## src/sv/ipe_pkg.sv

```systemverilog
// ipe_pkg: shared constants, command struct and calendar table for the
// timestamp parser. No dependencies.
`timescale 1ns / 1ps

package ipe_pkg;

  localparam logic [4:0] MIN_TEXT_LEN = 5'd19;
  localparam logic [4:0] FRACTION_LEN = 5'd23;
  localparam logic [4:0] POS_SATURATE = 5'd24;

  localparam logic [4:0] POS_DASH_A   = 5'd4;
  localparam logic [4:0] POS_DASH_B   = 5'd7;
  localparam logic [4:0] POS_TEE      = 5'd10;
  localparam logic [4:0] POS_COLON_A  = 5'd13;
  localparam logic [4:0] POS_COLON_B  = 5'd16;
  localparam logic [4:0] POS_DOT      = 5'd19;
  localparam logic [4:0] POS_FRAC_A   = 5'd20;
  localparam logic [4:0] POS_FRAC_B   = 5'd21;
  localparam logic [4:0] POS_FRAC_C   = 5'd22;
  localparam logic [4:0] POS_YEAR_END = 5'd3;
  localparam logic [4:0] POS_MON_END  = 5'd6;
  localparam logic [4:0] POS_DAY_END  = 5'd9;
  localparam logic [4:0] POS_HOUR_END = 5'd12;
  localparam logic [4:0] POS_MIN_END  = 5'd15;

  localparam logic [9:0] MILLIS_BAD   = 10'd1023;
  localparam logic [9:0] MILLIS_MAX   = 10'd999;

  localparam logic [7:0] CH_DASH  = 8'h2d;
  localparam logic [7:0] CH_TEE   = 8'h54;
  localparam logic [7:0] CH_COLON = 8'h3a;
  localparam logic [7:0] CH_DOT   = 8'h2e;
  localparam logic [7:0] CH_ZERO  = 8'h30;
  localparam logic [7:0] CH_NINE  = 8'h39;

  // reciprocal of 100 scaled by 2^19
  localparam logic [26:0] RECIP_100 = 27'd5243;
  // 365 * 1 + days from 0001-01-01 to 1970-01-01 plus the floor-division offsets
  localparam logic [24:0] DAY_BIAS  = 25'd719625;

  typedef struct packed {
    logic take;
    logic snap;
    logic calc;
    logic load;
  } ipe_cmd_t;

  function automatic logic [8:0] month_start(input logic [3:0] m);
    logic [8:0] r;
    case (m)
      4'd1:    r = 9'd0;
      4'd2:    r = 9'd31;
      4'd3:    r = 9'd59;
      4'd4:    r = 9'd90;
      4'd5:    r = 9'd120;
      4'd6:    r = 9'd151;
      4'd7:    r = 9'd181;
      4'd8:    r = 9'd212;
      4'd9:    r = 9'd243;
      4'd10:   r = 9'd273;
      4'd11:   r = 9'd304;
      4'd12:   r = 9'd334;
      default: r = 9'd0;
    endcase
    return r;
  endfunction

endpackage

```

## src/sv/ipe_in_if.sv

```systemverilog
// ipe_in_if: byte input channel with valid/ready handshake.
// No dependencies.
`timescale 1ns / 1ps

interface ipe_in_if;
  logic       valid;
  logic       ready;
  logic [7:0] text_byte;
  logic       last_byte;

  modport source(output valid, output text_byte, output last_byte, input ready);
  modport sink(input valid, input text_byte, input last_byte, output ready);
endinterface

```

## src/sv/ipe_out_if.sv

```systemverilog
// ipe_out_if: result channel with valid/ready handshake.
// No dependencies.
`timescale 1ns / 1ps

interface ipe_out_if;
  logic               valid;
  logic               ready;
  logic signed [48:0] epoch_millis;
  logic               well_formed;

  modport source(output valid, output epoch_millis, output well_formed, input ready);
  modport sink(input valid, input epoch_millis, input well_formed, output ready);
endinterface

```

## src/sv/ipe_dp.sv

```systemverilog
// ipe_dp: field accumulators, validation and epoch arithmetic.
// Depends on ipe_pkg; driven by commands from ipe_ctrl.
`timescale 1ns / 1ps

module ipe_dp
  import ipe_pkg::*;
(
  input  logic               clk,
  input  logic               rst,
  input  ipe_cmd_t           cmd,
  input  logic [7:0]         text_byte,
  output logic signed [48:0] epoch_millis,
  output logic               well_formed
);

  logic [4:0]  char_position;
  logic [13:0] year_acc;
  logic [6:0]  month_acc;
  logic [6:0]  day_acc;
  logic [6:0]  hour_acc;
  logic [6:0]  minute_acc;
  logic [6:0]  second_acc;
  logic [9:0]  millis_acc;
  logic        format_bad;
  logic        fraction_seen;

  logic        is_digit;
  logic [3:0]  digit;
  logic [4:0]  position_next;

  assign is_digit      = (text_byte >= CH_ZERO) && (text_byte <= CH_NINE);
  assign digit         = is_digit ? text_byte[3:0] : 4'd0;
  assign position_next = (char_position >= POS_SATURATE) ? POS_SATURATE
                                                         : char_position + 5'd1;

  // byte collection
  always_ff @(posedge clk) begin
    if (rst || cmd.snap) begin
      char_position <= '0;
      year_acc      <= '0;
      month_acc     <= '0;
      day_acc       <= '0;
      hour_acc      <= '0;
      minute_acc    <= '0;
      second_acc    <= '0;
      millis_acc    <= '0;
      format_bad    <= 1'b0;
      fraction_seen <= 1'b0;
    end else if (cmd.take) begin
      char_position <= position_next;
      if (char_position < FRACTION_LEN) begin
        case (char_position)
          POS_DASH_A, POS_DASH_B: begin
            if (text_byte != CH_DASH) format_bad <= 1'b1;
          end
          POS_TEE: begin
            if (text_byte != CH_TEE) format_bad <= 1'b1;
          end
          POS_COLON_A, POS_COLON_B: begin
            if (text_byte != CH_COLON) format_bad <= 1'b1;
          end
          POS_DOT: begin
            fraction_seen <= (text_byte == CH_DOT);
          end
          POS_FRAC_A, POS_FRAC_B, POS_FRAC_C: begin
            if (!is_digit) millis_acc <= MILLIS_BAD;
            else if (millis_acc != MILLIS_BAD)
              millis_acc <= 10'(millis_acc * 10'd10 + 10'(digit));
          end
          default: begin
            if (!is_digit) format_bad <= 1'b1;
            else if (char_position <= POS_YEAR_END)
              year_acc <= 14'(year_acc * 14'd10 + 14'(digit));
            else if (char_position <= POS_MON_END)
              month_acc <= 7'(month_acc * 7'd10 + 7'(digit));
            else if (char_position <= POS_DAY_END)
              day_acc <= 7'(day_acc * 7'd10 + 7'(digit));
            else if (char_position <= POS_HOUR_END)
              hour_acc <= 7'(hour_acc * 7'd10 + 7'(digit));
            else if (char_position <= POS_MIN_END)
              minute_acc <= 7'(minute_acc * 7'd10 + 7'(digit));
            else
              second_acc <= 7'(second_acc * 7'd10 + 7'(digit));
          end
        endcase
      end
    end
  end

  // snapshot stage: validation, century quotients, seconds of day
  logic [13:0] shifted;
  logic [26:0] prod_s100;
  logic [26:0] prod_s400;
  logic [26:0] prod_y100;
  logic [9:0]  ms_used;
  logic        ok_c;
  logic [16:0] secs_c;

  assign shifted   = year_acc + 14'd399;
  assign prod_s100 = 27'(shifted) * RECIP_100;
  assign prod_s400 = 27'(shifted[13:2]) * RECIP_100;
  assign prod_y100 = 27'(year_acc) * RECIP_100;
  assign ms_used   = (char_position >= FRACTION_LEN && fraction_seen) ? millis_acc : 10'd0;
  assign ok_c      = (char_position >= MIN_TEXT_LEN) && !format_bad
                     && (month_acc >= 7'd1) && (month_acc <= 7'd12)
                     && (day_acc >= 7'd1) && (day_acc <= 7'd31)
                     && (hour_acc <= 7'd23) && (minute_acc <= 7'd59)
                     && (second_acc <= 7'd59) && (ms_used <= MILLIS_MAX);
  assign secs_c    = 17'(17'(hour_acc) * 17'd3600 + 17'(minute_acc) * 17'd60
                         + 17'(second_acc));

  logic [13:0] s_year;
  logic [11:0] s_sh4;
  logic [6:0]  s_q100s;
  logic [4:0]  s_q400s;
  logic [6:0]  s_q100y;
  logic [3:0]  s_month;
  logic [4:0]  s_day;
  logic [16:0] s_secs;
  logic [9:0]  s_ms;
  logic        s_ok;

  always_ff @(posedge clk) begin
    if (cmd.snap) begin
      s_year  <= year_acc;
      s_sh4   <= shifted[13:2];
      s_q100s <= prod_s100[25:19];
      s_q400s <= prod_s400[23:19];
      s_q100y <= prod_y100[25:19];
      s_month <= month_acc[3:0];
      s_day   <= day_acc[4:0];
      s_secs  <= secs_c;
      s_ms    <= ms_used;
      s_ok    <= ok_c;
    end
  end

  // day count stage
  logic        leap;
  logic [24:0] day_sum;
  logic [26:0] tod_c;

  assign leap    = (s_year[1:0] == 2'd0)
                   && ((s_year != 14'(s_q100y * 14'd100)) || (s_q100y[1:0] == 2'd0))
                   && (s_month > 4'd2);
  assign day_sum = 25'(s_year) * 25'd365 + 25'(s_sh4) + 25'(s_q400s)
                   + 25'(month_start(s_month)) + 25'(leap) + 25'(s_day)
                   - 25'(s_q100s) - DAY_BIAS;
  assign tod_c   = 27'(s_secs) * 27'd1000 + 27'(s_ms);

  logic signed [24:0] c_days;
  logic [26:0]        c_tod;
  logic               c_ok;

  always_ff @(posedge clk) begin
    if (cmd.calc) begin
      c_days <= $signed(day_sum);
      c_tod  <= tod_c;
      c_ok   <= s_ok;
    end
  end

  // final scale into milliseconds
  logic signed [52:0] total;

  assign total = 53'(c_days) * 53'sd86400000 + $signed(53'(c_tod));

  always_ff @(posedge clk) begin
    if (cmd.load) begin
      epoch_millis <= c_ok ? $signed(total[48:0]) : 49'sd0;
      well_formed  <= c_ok;
    end
  end

  snap_clears_position: assert property (@(posedge clk) disable iff (rst)
    cmd.snap |=> (char_position == 5'd0) && !format_bad)
    else $error("accumulators not cleared after snapshot");

endmodule

```

## src/sv/ipe_ctrl.sv

```systemverilog
// ipe_ctrl: sequencing of byte collection, the three arithmetic steps and
// the result handshake. Depends on ipe_pkg.
`timescale 1ns / 1ps

module ipe_ctrl
  import ipe_pkg::*;
(
  input  logic     clk,
  input  logic     rst,
  input  logic     in_valid,
  input  logic     last_byte,
  output logic     in_ready,
  output logic     out_valid,
  input  logic     out_ready,
  output ipe_cmd_t cmd
);

  typedef enum logic [1:0] {COLLECT, SNAP, CALC, RESULT} state_t;

  state_t state;
  logic   out_free;

  assign in_ready = (state == COLLECT);
  assign out_free = !out_valid || out_ready;

  always_comb begin
    cmd      = '0;
    cmd.take = in_valid && in_ready;
    cmd.snap = (state == SNAP);
    cmd.calc = (state == CALC);
    cmd.load = (state == RESULT) && out_free;
  end

  always_ff @(posedge clk) begin
    if (rst) begin
      state     <= COLLECT;
      out_valid <= 1'b0;
    end else begin
      if (cmd.load) out_valid <= 1'b1;
      else if (out_ready) out_valid <= 1'b0;
      case (state)
        COLLECT: begin
          if (in_valid && last_byte) state <= SNAP;
        end
        SNAP: begin
          state <= CALC;
        end
        CALC: begin
          state <= RESULT;
        end
        RESULT: begin
          if (out_free) state <= COLLECT;
        end
        default: begin
          state <= COLLECT;
        end
      endcase
    end
  end

  last_stops_input: assert property (@(posedge clk) disable iff (rst)
    (in_valid && in_ready && last_byte) |=> !in_ready ##1 !in_ready)
    else $error("input taken during arithmetic");

  one_command: assert property (@(posedge clk) disable iff (rst)
    $onehot0({cmd.take, cmd.snap, cmd.calc, cmd.load}))
    else $error("overlapping datapath commands");

  load_shows_result: assert property (@(posedge clk) disable iff (rst)
    cmd.load |=> out_valid)
    else $error("loaded result not presented");

  snap_then_calc: assert property (@(posedge clk) disable iff (rst)
    cmd.snap |=> cmd.calc)
    else $error("arithmetic sequence broken");

endmodule

```

## src/sv/iso8601_to_epoch_parser_unit.sv

```systemverilog
// iso8601_to_epoch_parser_unit: top level of the timestamp parser.
// Depends on ipe_pkg, ipe_in_if, ipe_out_if, ipe_ctrl and ipe_dp.
//
// Usage:
//   in_ch carries one text character per transfer (text_byte) with last_byte
//   set on the final character of a timestamp YYYY-MM-DDTHH:MM:SS[.mmm].
//   out_ch carries one result per text: epoch_millis (signed milliseconds
//   since 1970-01-01T00:00:00) and well_formed; a malformed text gives zero
//   with well_formed clear. Only the first 23 characters are examined.
//   Throughput: one character per cycle while collecting; after the last
//   character ready stays low while the day count, century quotients and
//   the final multiply by 86400000 run in three register steps.
//   After the last character's transfer the result passes the snapshot and day
//   count registers and is loaded into the output register, showing valid,
//   once the output register is free.
//   The output register holds a result until taken; the next text is
//   collected meanwhile, and its arithmetic waits in the last step while
//   the receiver stalls.
//   Reset (rst, synchronous) clears the character count, accumulators and
//   the output valid flag.
`timescale 1ns / 1ps

module iso8601_to_epoch_parser_unit
  import ipe_pkg::*;
(
  input  logic      clk,
  input  logic      rst,
  ipe_in_if.sink    in_ch,
  ipe_out_if.source out_ch
);

  ipe_cmd_t cmd;

  ipe_ctrl u_ctrl (
    .clk       (clk),
    .rst       (rst),
    .in_valid  (in_ch.valid),
    .last_byte (in_ch.last_byte),
    .in_ready  (in_ch.ready),
    .out_valid (out_ch.valid),
    .out_ready (out_ch.ready),
    .cmd       (cmd)
  );

  ipe_dp u_dp (
    .clk          (clk),
    .rst          (rst),
    .cmd          (cmd),
    .text_byte    (in_ch.text_byte),
    .epoch_millis (out_ch.epoch_millis),
    .well_formed  (out_ch.well_formed)
  );

  malformed_is_zero: assert property (@(posedge clk) disable iff (rst)
    (out_ch.valid && !out_ch.well_formed) |-> (out_ch.epoch_millis == 49'sd0))
    else $error("malformed result not zero");

endmodule

```

## src/flat_wrapper.sv

```systemverilog
// flat-port wrapper written by rule: the top's interface ports become plain ports
module iso8601_to_epoch_parser_unit_flat import ipe_pkg::*;
  (clk, rst, in_ch_valid, in_ch_text_byte, in_ch_last_byte, in_ch_ready, out_ch_valid, out_ch_epoch_millis, out_ch_well_formed, out_ch_ready);
  ipe_in_if in_ch_i ();
  ipe_out_if out_ch_i ();
  input  logic clk;
  input  logic rst;
  input wire logic [$bits(in_ch_i.valid)-1:0] in_ch_valid;
  input wire logic [$bits(in_ch_i.text_byte)-1:0] in_ch_text_byte;
  input wire logic [$bits(in_ch_i.last_byte)-1:0] in_ch_last_byte;
  output wire logic [$bits(in_ch_i.ready)-1:0] in_ch_ready;
  output wire logic [$bits(out_ch_i.valid)-1:0] out_ch_valid;
  output wire logic [$bits(out_ch_i.epoch_millis)-1:0] out_ch_epoch_millis;
  output wire logic [$bits(out_ch_i.well_formed)-1:0] out_ch_well_formed;
  input wire logic [$bits(out_ch_i.ready)-1:0] out_ch_ready;
  assign in_ch_i.valid = in_ch_valid;
  assign in_ch_i.text_byte = in_ch_text_byte;
  assign in_ch_i.last_byte = in_ch_last_byte;
  assign in_ch_ready = in_ch_i.ready;
  assign out_ch_valid = out_ch_i.valid;
  assign out_ch_epoch_millis = out_ch_i.epoch_millis;
  assign out_ch_well_formed = out_ch_i.well_formed;
  assign out_ch_i.ready = out_ch_ready;
  iso8601_to_epoch_parser_unit u_core (.clk(clk), .rst(rst), .in_ch(in_ch_i), .out_ch(out_ch_i));
endmodule
```

## config.mk

```make
export PLATFORM = sky130hd
export DESIGN_NAME = iso8601_to_epoch_parser_unit_flat
export DESIGN_NICKNAME = d
export VERILOG_FILES = /design/src/sv/ipe_pkg.sv /design/src/sv/ipe_in_if.sv /design/src/sv/ipe_out_if.sv /design/src/sv/ipe_dp.sv /design/src/sv/ipe_ctrl.sv /design/src/sv/iso8601_to_epoch_parser_unit.sv /design/src/flat_wrapper.sv
export SDC_FILE = /design/constraint.sdc
export NUM_CORES = 2
export LEC_CHECK = 0
export BUFFER_PORTS_ARGS = -buffer_cell sky130_fd_sc_hd__buf_4
export CORE_MARGIN = 3
export CORE_UTILIZATION = 40
export DETAILED_ROUTE_END_ITERATION = 10
export PLACE_DENSITY_LB_ADDON = 0.3
export RECOVER_POWER = 25
export SYNTH_ARGS = -nofsm -noshare
export SYNTH_HDL_FRONTEND = slang
export SYNTH_SLANG_ARGS = --single-unit
```

## constraint.sdc

```tcl
create_clock -name clk -period 23.4 [get_ports clk]
set_input_delay 4.68 -clock clk [delete_from_list [all_inputs] [get_ports clk]]
set_output_delay 4.68 -clock clk [all_outputs]
set_load 0.005 [all_outputs]
```

* Word level (Yosys, flattened, before mapping)
Memories as Yosys holds them, arrays and structs flattened. A register that Yosys moved wholly into a read port is not among the register bits. Index checks and enable logic that the tools add are counted.
Storage, ports and cells: register bits after elaboration 254, output and inout port bits 52, bits in latches 0, input port bits 13, word-level logic and storage cells 172, memory bits (writable) 0, memory bits (read-only) 144, memories kept 1
Operators by class: reduce and logical (&&, ||, !) cells 40, shift-type cells 0, multiply operators 16, div/mod/pow operators 0, mux-type cells 16, $lt $le $gt $ge 20, add/sub/neg operators 20, equality and inequality tests 25, bitwise logic cells 7
Memories:
- (no name shown) | words 16, bits a word 9, read ports 1, clocked after memory_dff 1, write ports 0, RTL line ipe_pkg.sv:50 | case (m)
Operators with widths (number):
- 14-bit by 13-bit multiplier with 26-bit output (second input constant) | 2
- 49-bit by 28-bit adder with 49-bit output | 1
- 25-bit by 18-bit multiplier with 39-bit output (second input constant) | 1
- 7-bit by 4-bit adder with 7-bit output | 5
- 7-bit by 3-bit multiplier with 6-bit output (second input constant) | 5
- 10-bit two-way mux | 3
- 27-bit by 10-bit adder with 27-bit output | 1
- 24-bit by 5-bit adder with 25-bit output | 1
- 25-bit by 1-bit adder with 25-bit output | 1
- 25-bit by 5-bit adder with 25-bit output | 1
- 25-bit by 9-bit adder with 25-bit output | 1
- 5-bit == test (second input constant) | 5
- 25-bit by 20-bit subtractor with 25-bit output (second input constant) | 1
- 25-bit by 7-bit subtractor with 25-bit output | 1
- 23-bit by 12-bit adder with 24-bit output | 1
- 12-bit by 13-bit multiplier with 24-bit output (second input constant) | 1
- 17-bit by 7-bit multiplier with 24-bit output (second input constant) | 1
- 14-bit by 9-bit multiplier with 23-bit output (second input constant) | 1
- 9-bit AND reduction | 2
- 17-bit by 13-bit adder with 17-bit output | 1
- 17-bit by 7-bit adder with 17-bit output | 1
- 1-bit logical AND | 16
- 8-bit by 6-bit inequality test with 1-bit output (second input constant) | 2
- 5-bit >= comparator (second input constant) | 3
- other kinds (54) | 86

* Longest topological paths before layout
depth in word-level cells 10, gate-level depth with buffers 33, depth with buffers taken out 33

* By module
A second synthesis with hierarchy kept.
Second synthesis, totals: cells, all modules 3917, area, all modules 39880.7 µm²
By module, submodules not included:
- ipe_dp | area each 39661.8 µm², sequential area each 7056.8 µm², instances 1, cells each 3894
- ipe_ctrl | area each 219.0 µm², sequential area each 60.1 µm², instances 1, cells each 23

* Worst setup path before layout
Ideal clock, no wire load.
path type register to register, from register u_core.u_dp.s_q100y[2], to register u_core.u_dp.c_days[24] (data pin), buffers on the path 0, arrival time 7.705 ns, period minus slack after synthesis 7.971 ns, stages on the path, launching flop included 33, slack 15.429 ns, library setup time 0.266 ns, required time 23.134 ns, cell sequence edfxtp_1 ha_1 ha_1 fa_1 ha_1 a21o_1 a21o_1 a21o_1 a21o_1 a21oi_1 xnor2_1 nand4_1 and3_1 fa_1 ha_1 ha_1 ha_1 inv_1 fa_1 fa_1 inv_1 ha_1 fa_1 a21o_1 a21oi_1 o21bai_1 a21oi_1 o21ai_0 a31oi_1 nor3_1 or2_2 o41ai_1 xnor2_1
On the way: word-level cells in the longest chain between the ends 9
RTL lines:
- from (decl) | RTL line ipe_dp.sv:116 | logic [6:0] s_q100y;
- from (signal assigned) | RTL line ipe_dp.sv:129 | s_q100y <= prod_y100[25:19];
- 7-bit by 5-bit multiplier with 12-bit output | RTL line ipe_dp.sv:144 | && ((s_year != 14'(s_q100y * 14'd100)) || (s_q100y[1:0] == 2'd0))
- 14-bit inequality test | RTL line ipe_dp.sv:144
- 1-bit logical OR | RTL line ipe_dp.sv:144
- 1-bit logical AND | RTL line ipe_dp.sv:144
- 1-bit logical AND | RTL line ipe_dp.sv:145 | && (s_month > 4'd2);
- 25-bit by 1-bit adder with 25-bit output | RTL line ipe_dp.sv:147 | + 25'(month_start(s_month)) + 25'(leap) + 25'(s_day)
- 25-bit by 5-bit adder with 25-bit output | RTL line ipe_dp.sv:147
- 25-bit by 7-bit subtractor with 25-bit output | RTL line ipe_dp.sv:148 | - 25'(s_q100s) - DAY_BIAS;
- 25-bit by 20-bit subtractor with 25-bit output | RTL line ipe_dp.sv:148
- via u_core.u_dp.day_sum[24] | RTL line ipe_dp.sv:140 | logic [24:0] day_sum;
- to (signal assigned) | RTL line ipe_dp.sv:157 | c_days <= $signed(day_sum);
- to (decl) | RTL line ipe_dp.sv:151 | logic signed [24:0] c_days;
The timed path passes the listed nets, and every way through them passes these cells. A chain may end at the register's enable or synchronous reset.

* Final worst setup path
Ends and elaborated chain as after synthesis.

==> impl_metrics.yaml <==
outcome:
  status: "finished with violations"
  violations: "capacitance limit, slew limit"
yosys:
  synthDominantCellAreaShare_pct: 26.0
  synthesis.area_per_instance_um2: 10.2
  synth_largest_area_cell: "fa_1"
  synth_top_cells_by_area: "fa_1 (26%), ha_1 (24%), edfxtp_1 (14%), inv_1 (8.2%), xnor2_1 (4.0%)"
  synth-edff-count: 185
  synth_top_family_by_area: "adder cells"
  synthCells: 3923
  synthXorXnorAreaFrac_pct: 5.81
  synth_cell_types: 101
  synth-seq-area-share_pct: 17.8
  synth-compound-area-share_pct: 8.78
  yosysWarnings: 0
  synth-seq-cells: 263
  synth_mux_area_share_pct: 0.679
  netlist_area_mm2: 0.0400
  async_flop_share_pct: 0
  synthSimpleGateAreaFrac_pct: 7.85
  synth-main-ff-cell: "edfxtp_1"
  syn-num-nets: 5235
  synth_fa_ha_area_share_pct: 50.4
cts:
  cts_setup_buffers: 0
  cts_max_path_buffers: 3
  clockRootBuffer: "clkbuf_16"
  postCtsResizedCells: 0
  path_clk_slew_ns: 0.07
  numCtsBuffers: 34
  cts_tree: "done"
  postCtsHoldBufs: 0
  cts.sinks: 263
  worstSkewPairLatency_ns: 0.57
  cts_max_level: 2
worst_setup_path:
  crit_fanout: 3
  slowest_stage: "fa_1"
  start_kind: "register"
  cpMostUsedCell: "ha_1"
  endpoint_kind: "register"
  max_stage_delay_ns: 0.55
  cp.required_ns: 23.70
  crit_arrival_ns: 8.92
  critPathKind: "register to register"
sta:
  max_slew_margin_pct: -105
  setup_viol: 0
  hold_viol: 0
  fin_setup_tns_ns: 0
  rsz0062_at_grt: "false"
  tightest_slew_ns: 3.07
  worst_hold_slack_ns: 0.417
  layout_min_cycle_time_ns: 8.62
  fin_skew_ns: 0.0283
  maxSlewViolCount: 114
  period_share_pct: 36.9
  clock.fmax_ghz: 0.116
global_route:
  grt_usage_pct: 16.3
  grt_pass1_wl_um: 138000
  grt-ovfl-total: 0
  grt_antenna_before_repair: 1
  grt_max_degree: 67
  grt_pass1_vias: 27000
cells_and_area:
  syn_to_final_growth_pct: 8.39
  nFillCells: 9420
  num_antenna_cells: 0
  layout-drive-gt1-share_pct: 4.76
  nets: 5319
floorplanning:
  fp.dieW_um: 322
  die_h_um: 322
  io_pins: 65
  coreArea_mm2: 0.0987
  die_area_mm2: 0.104
  start_util_pct: 40.5
  core.rowCount: 115
detailed_routing:
  via_per_inst: 4.88
  drc: 0
  dr.pass1.iters: 6
  wl_per_cell_um: 15.2
  wl_um: 81000
  first_iter_violations: 1137
  vias: 26000
  ant_nets: 0
place:
  hpwl_um: 68400
  finalWeightedCongestion: 0.878
  port_buffers: 64
min_path:
  min_path_type: "register to register"
run:
  cap_violations: 3
-- sequential cells by signal (all words and copies together) (netlist names), 7 cells and up, named ones only --
signal / flops
u_core.u_dp.c_days: 25
u_core.u_dp.c_tod: 27
u_core.u_dp.day_acc: 7
u_core.u_dp.epoch_millis: 49
u_core.u_dp.hour_acc: 7
u_core.u_dp.millis_acc: 10
u_core.u_dp.minute_acc: 7
u_core.u_dp.month_acc: 7
u_core.u_dp.s_ms: 10
u_core.u_dp.s_q100s: 7
u_core.u_dp.s_q100y: 7
u_core.u_dp.s_secs: 17
u_core.u_dp.s_sh4: 12
u_core.u_dp.s_year: 14
u_core.u_dp.second_acc: 7
u_core.u_dp.year_acc: 14
-- final timing paths --
| check | start | endpoint | slack [ns] | cells past startpoint |
|---|---|---|---|---|
| min reg2reg | u_core.u_dp.s_ms[0] | u_core.u_dp.c_tod[0] | 0.42 | 0 |
| min | u_core.u_dp.s_ms[0] | u_core.u_dp.c_tod[0] | 0.42 | 0 |
| max reg2reg | u_core.u_dp.s_q100y[2] | u_core.u_dp.c_days[24] | 14.78 | 32 |
| max | u_core.u_dp.s_q100y[2] | u_core.u_dp.c_days[24] | 14.78 | 32 |
-- critical path, delay by kind of cell (launching register included) --
family	cells	cell delay, ns
XOR/XNOR	2	0.24
adder cells (fa/ha/maj)	12	4.19
buffers and inverters	2	0.12
flip-flops	1	0.43
AO/OA/AOI/OAI	12	2.68
AND/OR/NAND/NOR	4	0.72
-- cells by family after synthesis --
logic type | Yosys count
flops | 263
compound gates | 526
buf+inv | 919
simple gates | 626
mux | 27
xor+xnor | 263
fa+ha+maj | 1299
-- cells in the mapped netlist (5+ instances only) --
cell type	instances
a211oi_1	26
a21boi_0	6
a21o_1	66
a21oi_1	167
a311oi_1	7
a31oi_1	20
and2_1	30
and3_1	17
and4_1	5
buf_2	12
clkbuf_1	28
dfxtp_1	78
edfxtp_1	185
fa_1	520
ha_1	779
inv_1	877
mux2i_1	26
nand2_1	108
nand2b_1	20
nand3_1	30
nand4_1	29
nor2_1	220
nor2b_1	36
nor3_1	56
nor3b_1	11
nor4_1	14
o211ai_1	15
o21a_1	19
o21ai_0	76
o21ai_1	9
o21bai_1	25
o31a_1	6
o31ai_1	10
or2_2	11
or3_1	9
or4_1	6
xnor2_1	183
xor2_1	79
-- area by class of cell --
class	count	area, um^2	share of cell area, %
multi-input combinational	2741	29400	67.9
clock buffer	44	950	2.19
tap	1287	1610	3.72
inverter	877	3290	7.60
clock inverter	18	302	0.696
timing repair buffer	90	649	1.50
sequential	263	7120	16.4
-- stage by stage --
step	setup WS, ns	std cells	instance area, um^2	utilization, %
floorplan	15.43	3923	40000	-
global placement	14.84	5258	42100	42.7
detailed placement	14.81	5258	42100	42.7
CTS	14.77	5320	43400	44.0
global route	14.28	5320	43300	43.9
finish	14.78	5320	43300	43.9
-- per-layer routing --
layer | share of wire, % | wire length (um) | track usage, % | vias to the layer above
met5 | 0 | 0 | 0 | -
met4 | 2.0 | 1610 | 3.57 | 0
met3 | 2.9 | 2320 | 1.78 | 77
met2 | 45 | 36800 | 26.7 | 269
met1 | 50 | 40300 | 23.3 | 12600
li1 | - | - | - | 13000
-- cells in the final DEF (no fill, tap or decap), types with 7 or more instances in the layout --
| master | n |
|---|---|
| bufinv_16 | 7 |
| edfxtp_1 | 185 |
| o21a_1 | 19 |
| or2_2 | 11 |
| nor2b_1 | 35 |
| inv_1 | 877 |
| a21oi_1 | 167 |
| and3_1 | 17 |
| nand3_1 | 30 |
| nor3_1 | 56 |
| fa_1 | 520 |
| nor2_1 | 220 |
| nor3b_1 | 11 |
| buf_4 | 83 |
| o211ai_1 | 15 |
| nand4_1 | 29 |
| and2_0 | 8 |
| nand2b_1 | 20 |
| o31ai_1 | 10 |
| o21ai_1 | 9 |
| ha_1 | 779 |
| mux2i_1 | 26 |
| xor2_1 | 79 |
| and2_1 | 22 |
| a311oi_1 | 7 |
| nand2_1 | 108 |
| clkbuf_1 | 12 |
| a21o_1 | 66 |
| or3_1 | 9 |
| clkbuf_16 | 35 |
| xnor2_1 | 183 |
| nor4_1 | 13 |
| o21ai_0 | 76 |
| o21bai_1 | 25 |
| a211oi_1 | 26 |
| a31oi_1 | 20 |
| dfxtp_1 | 78 |
Power is left out: the tool's default activity adds up to more than one toggle a clock period on the data nets, which glitch-free logic cannot reach.
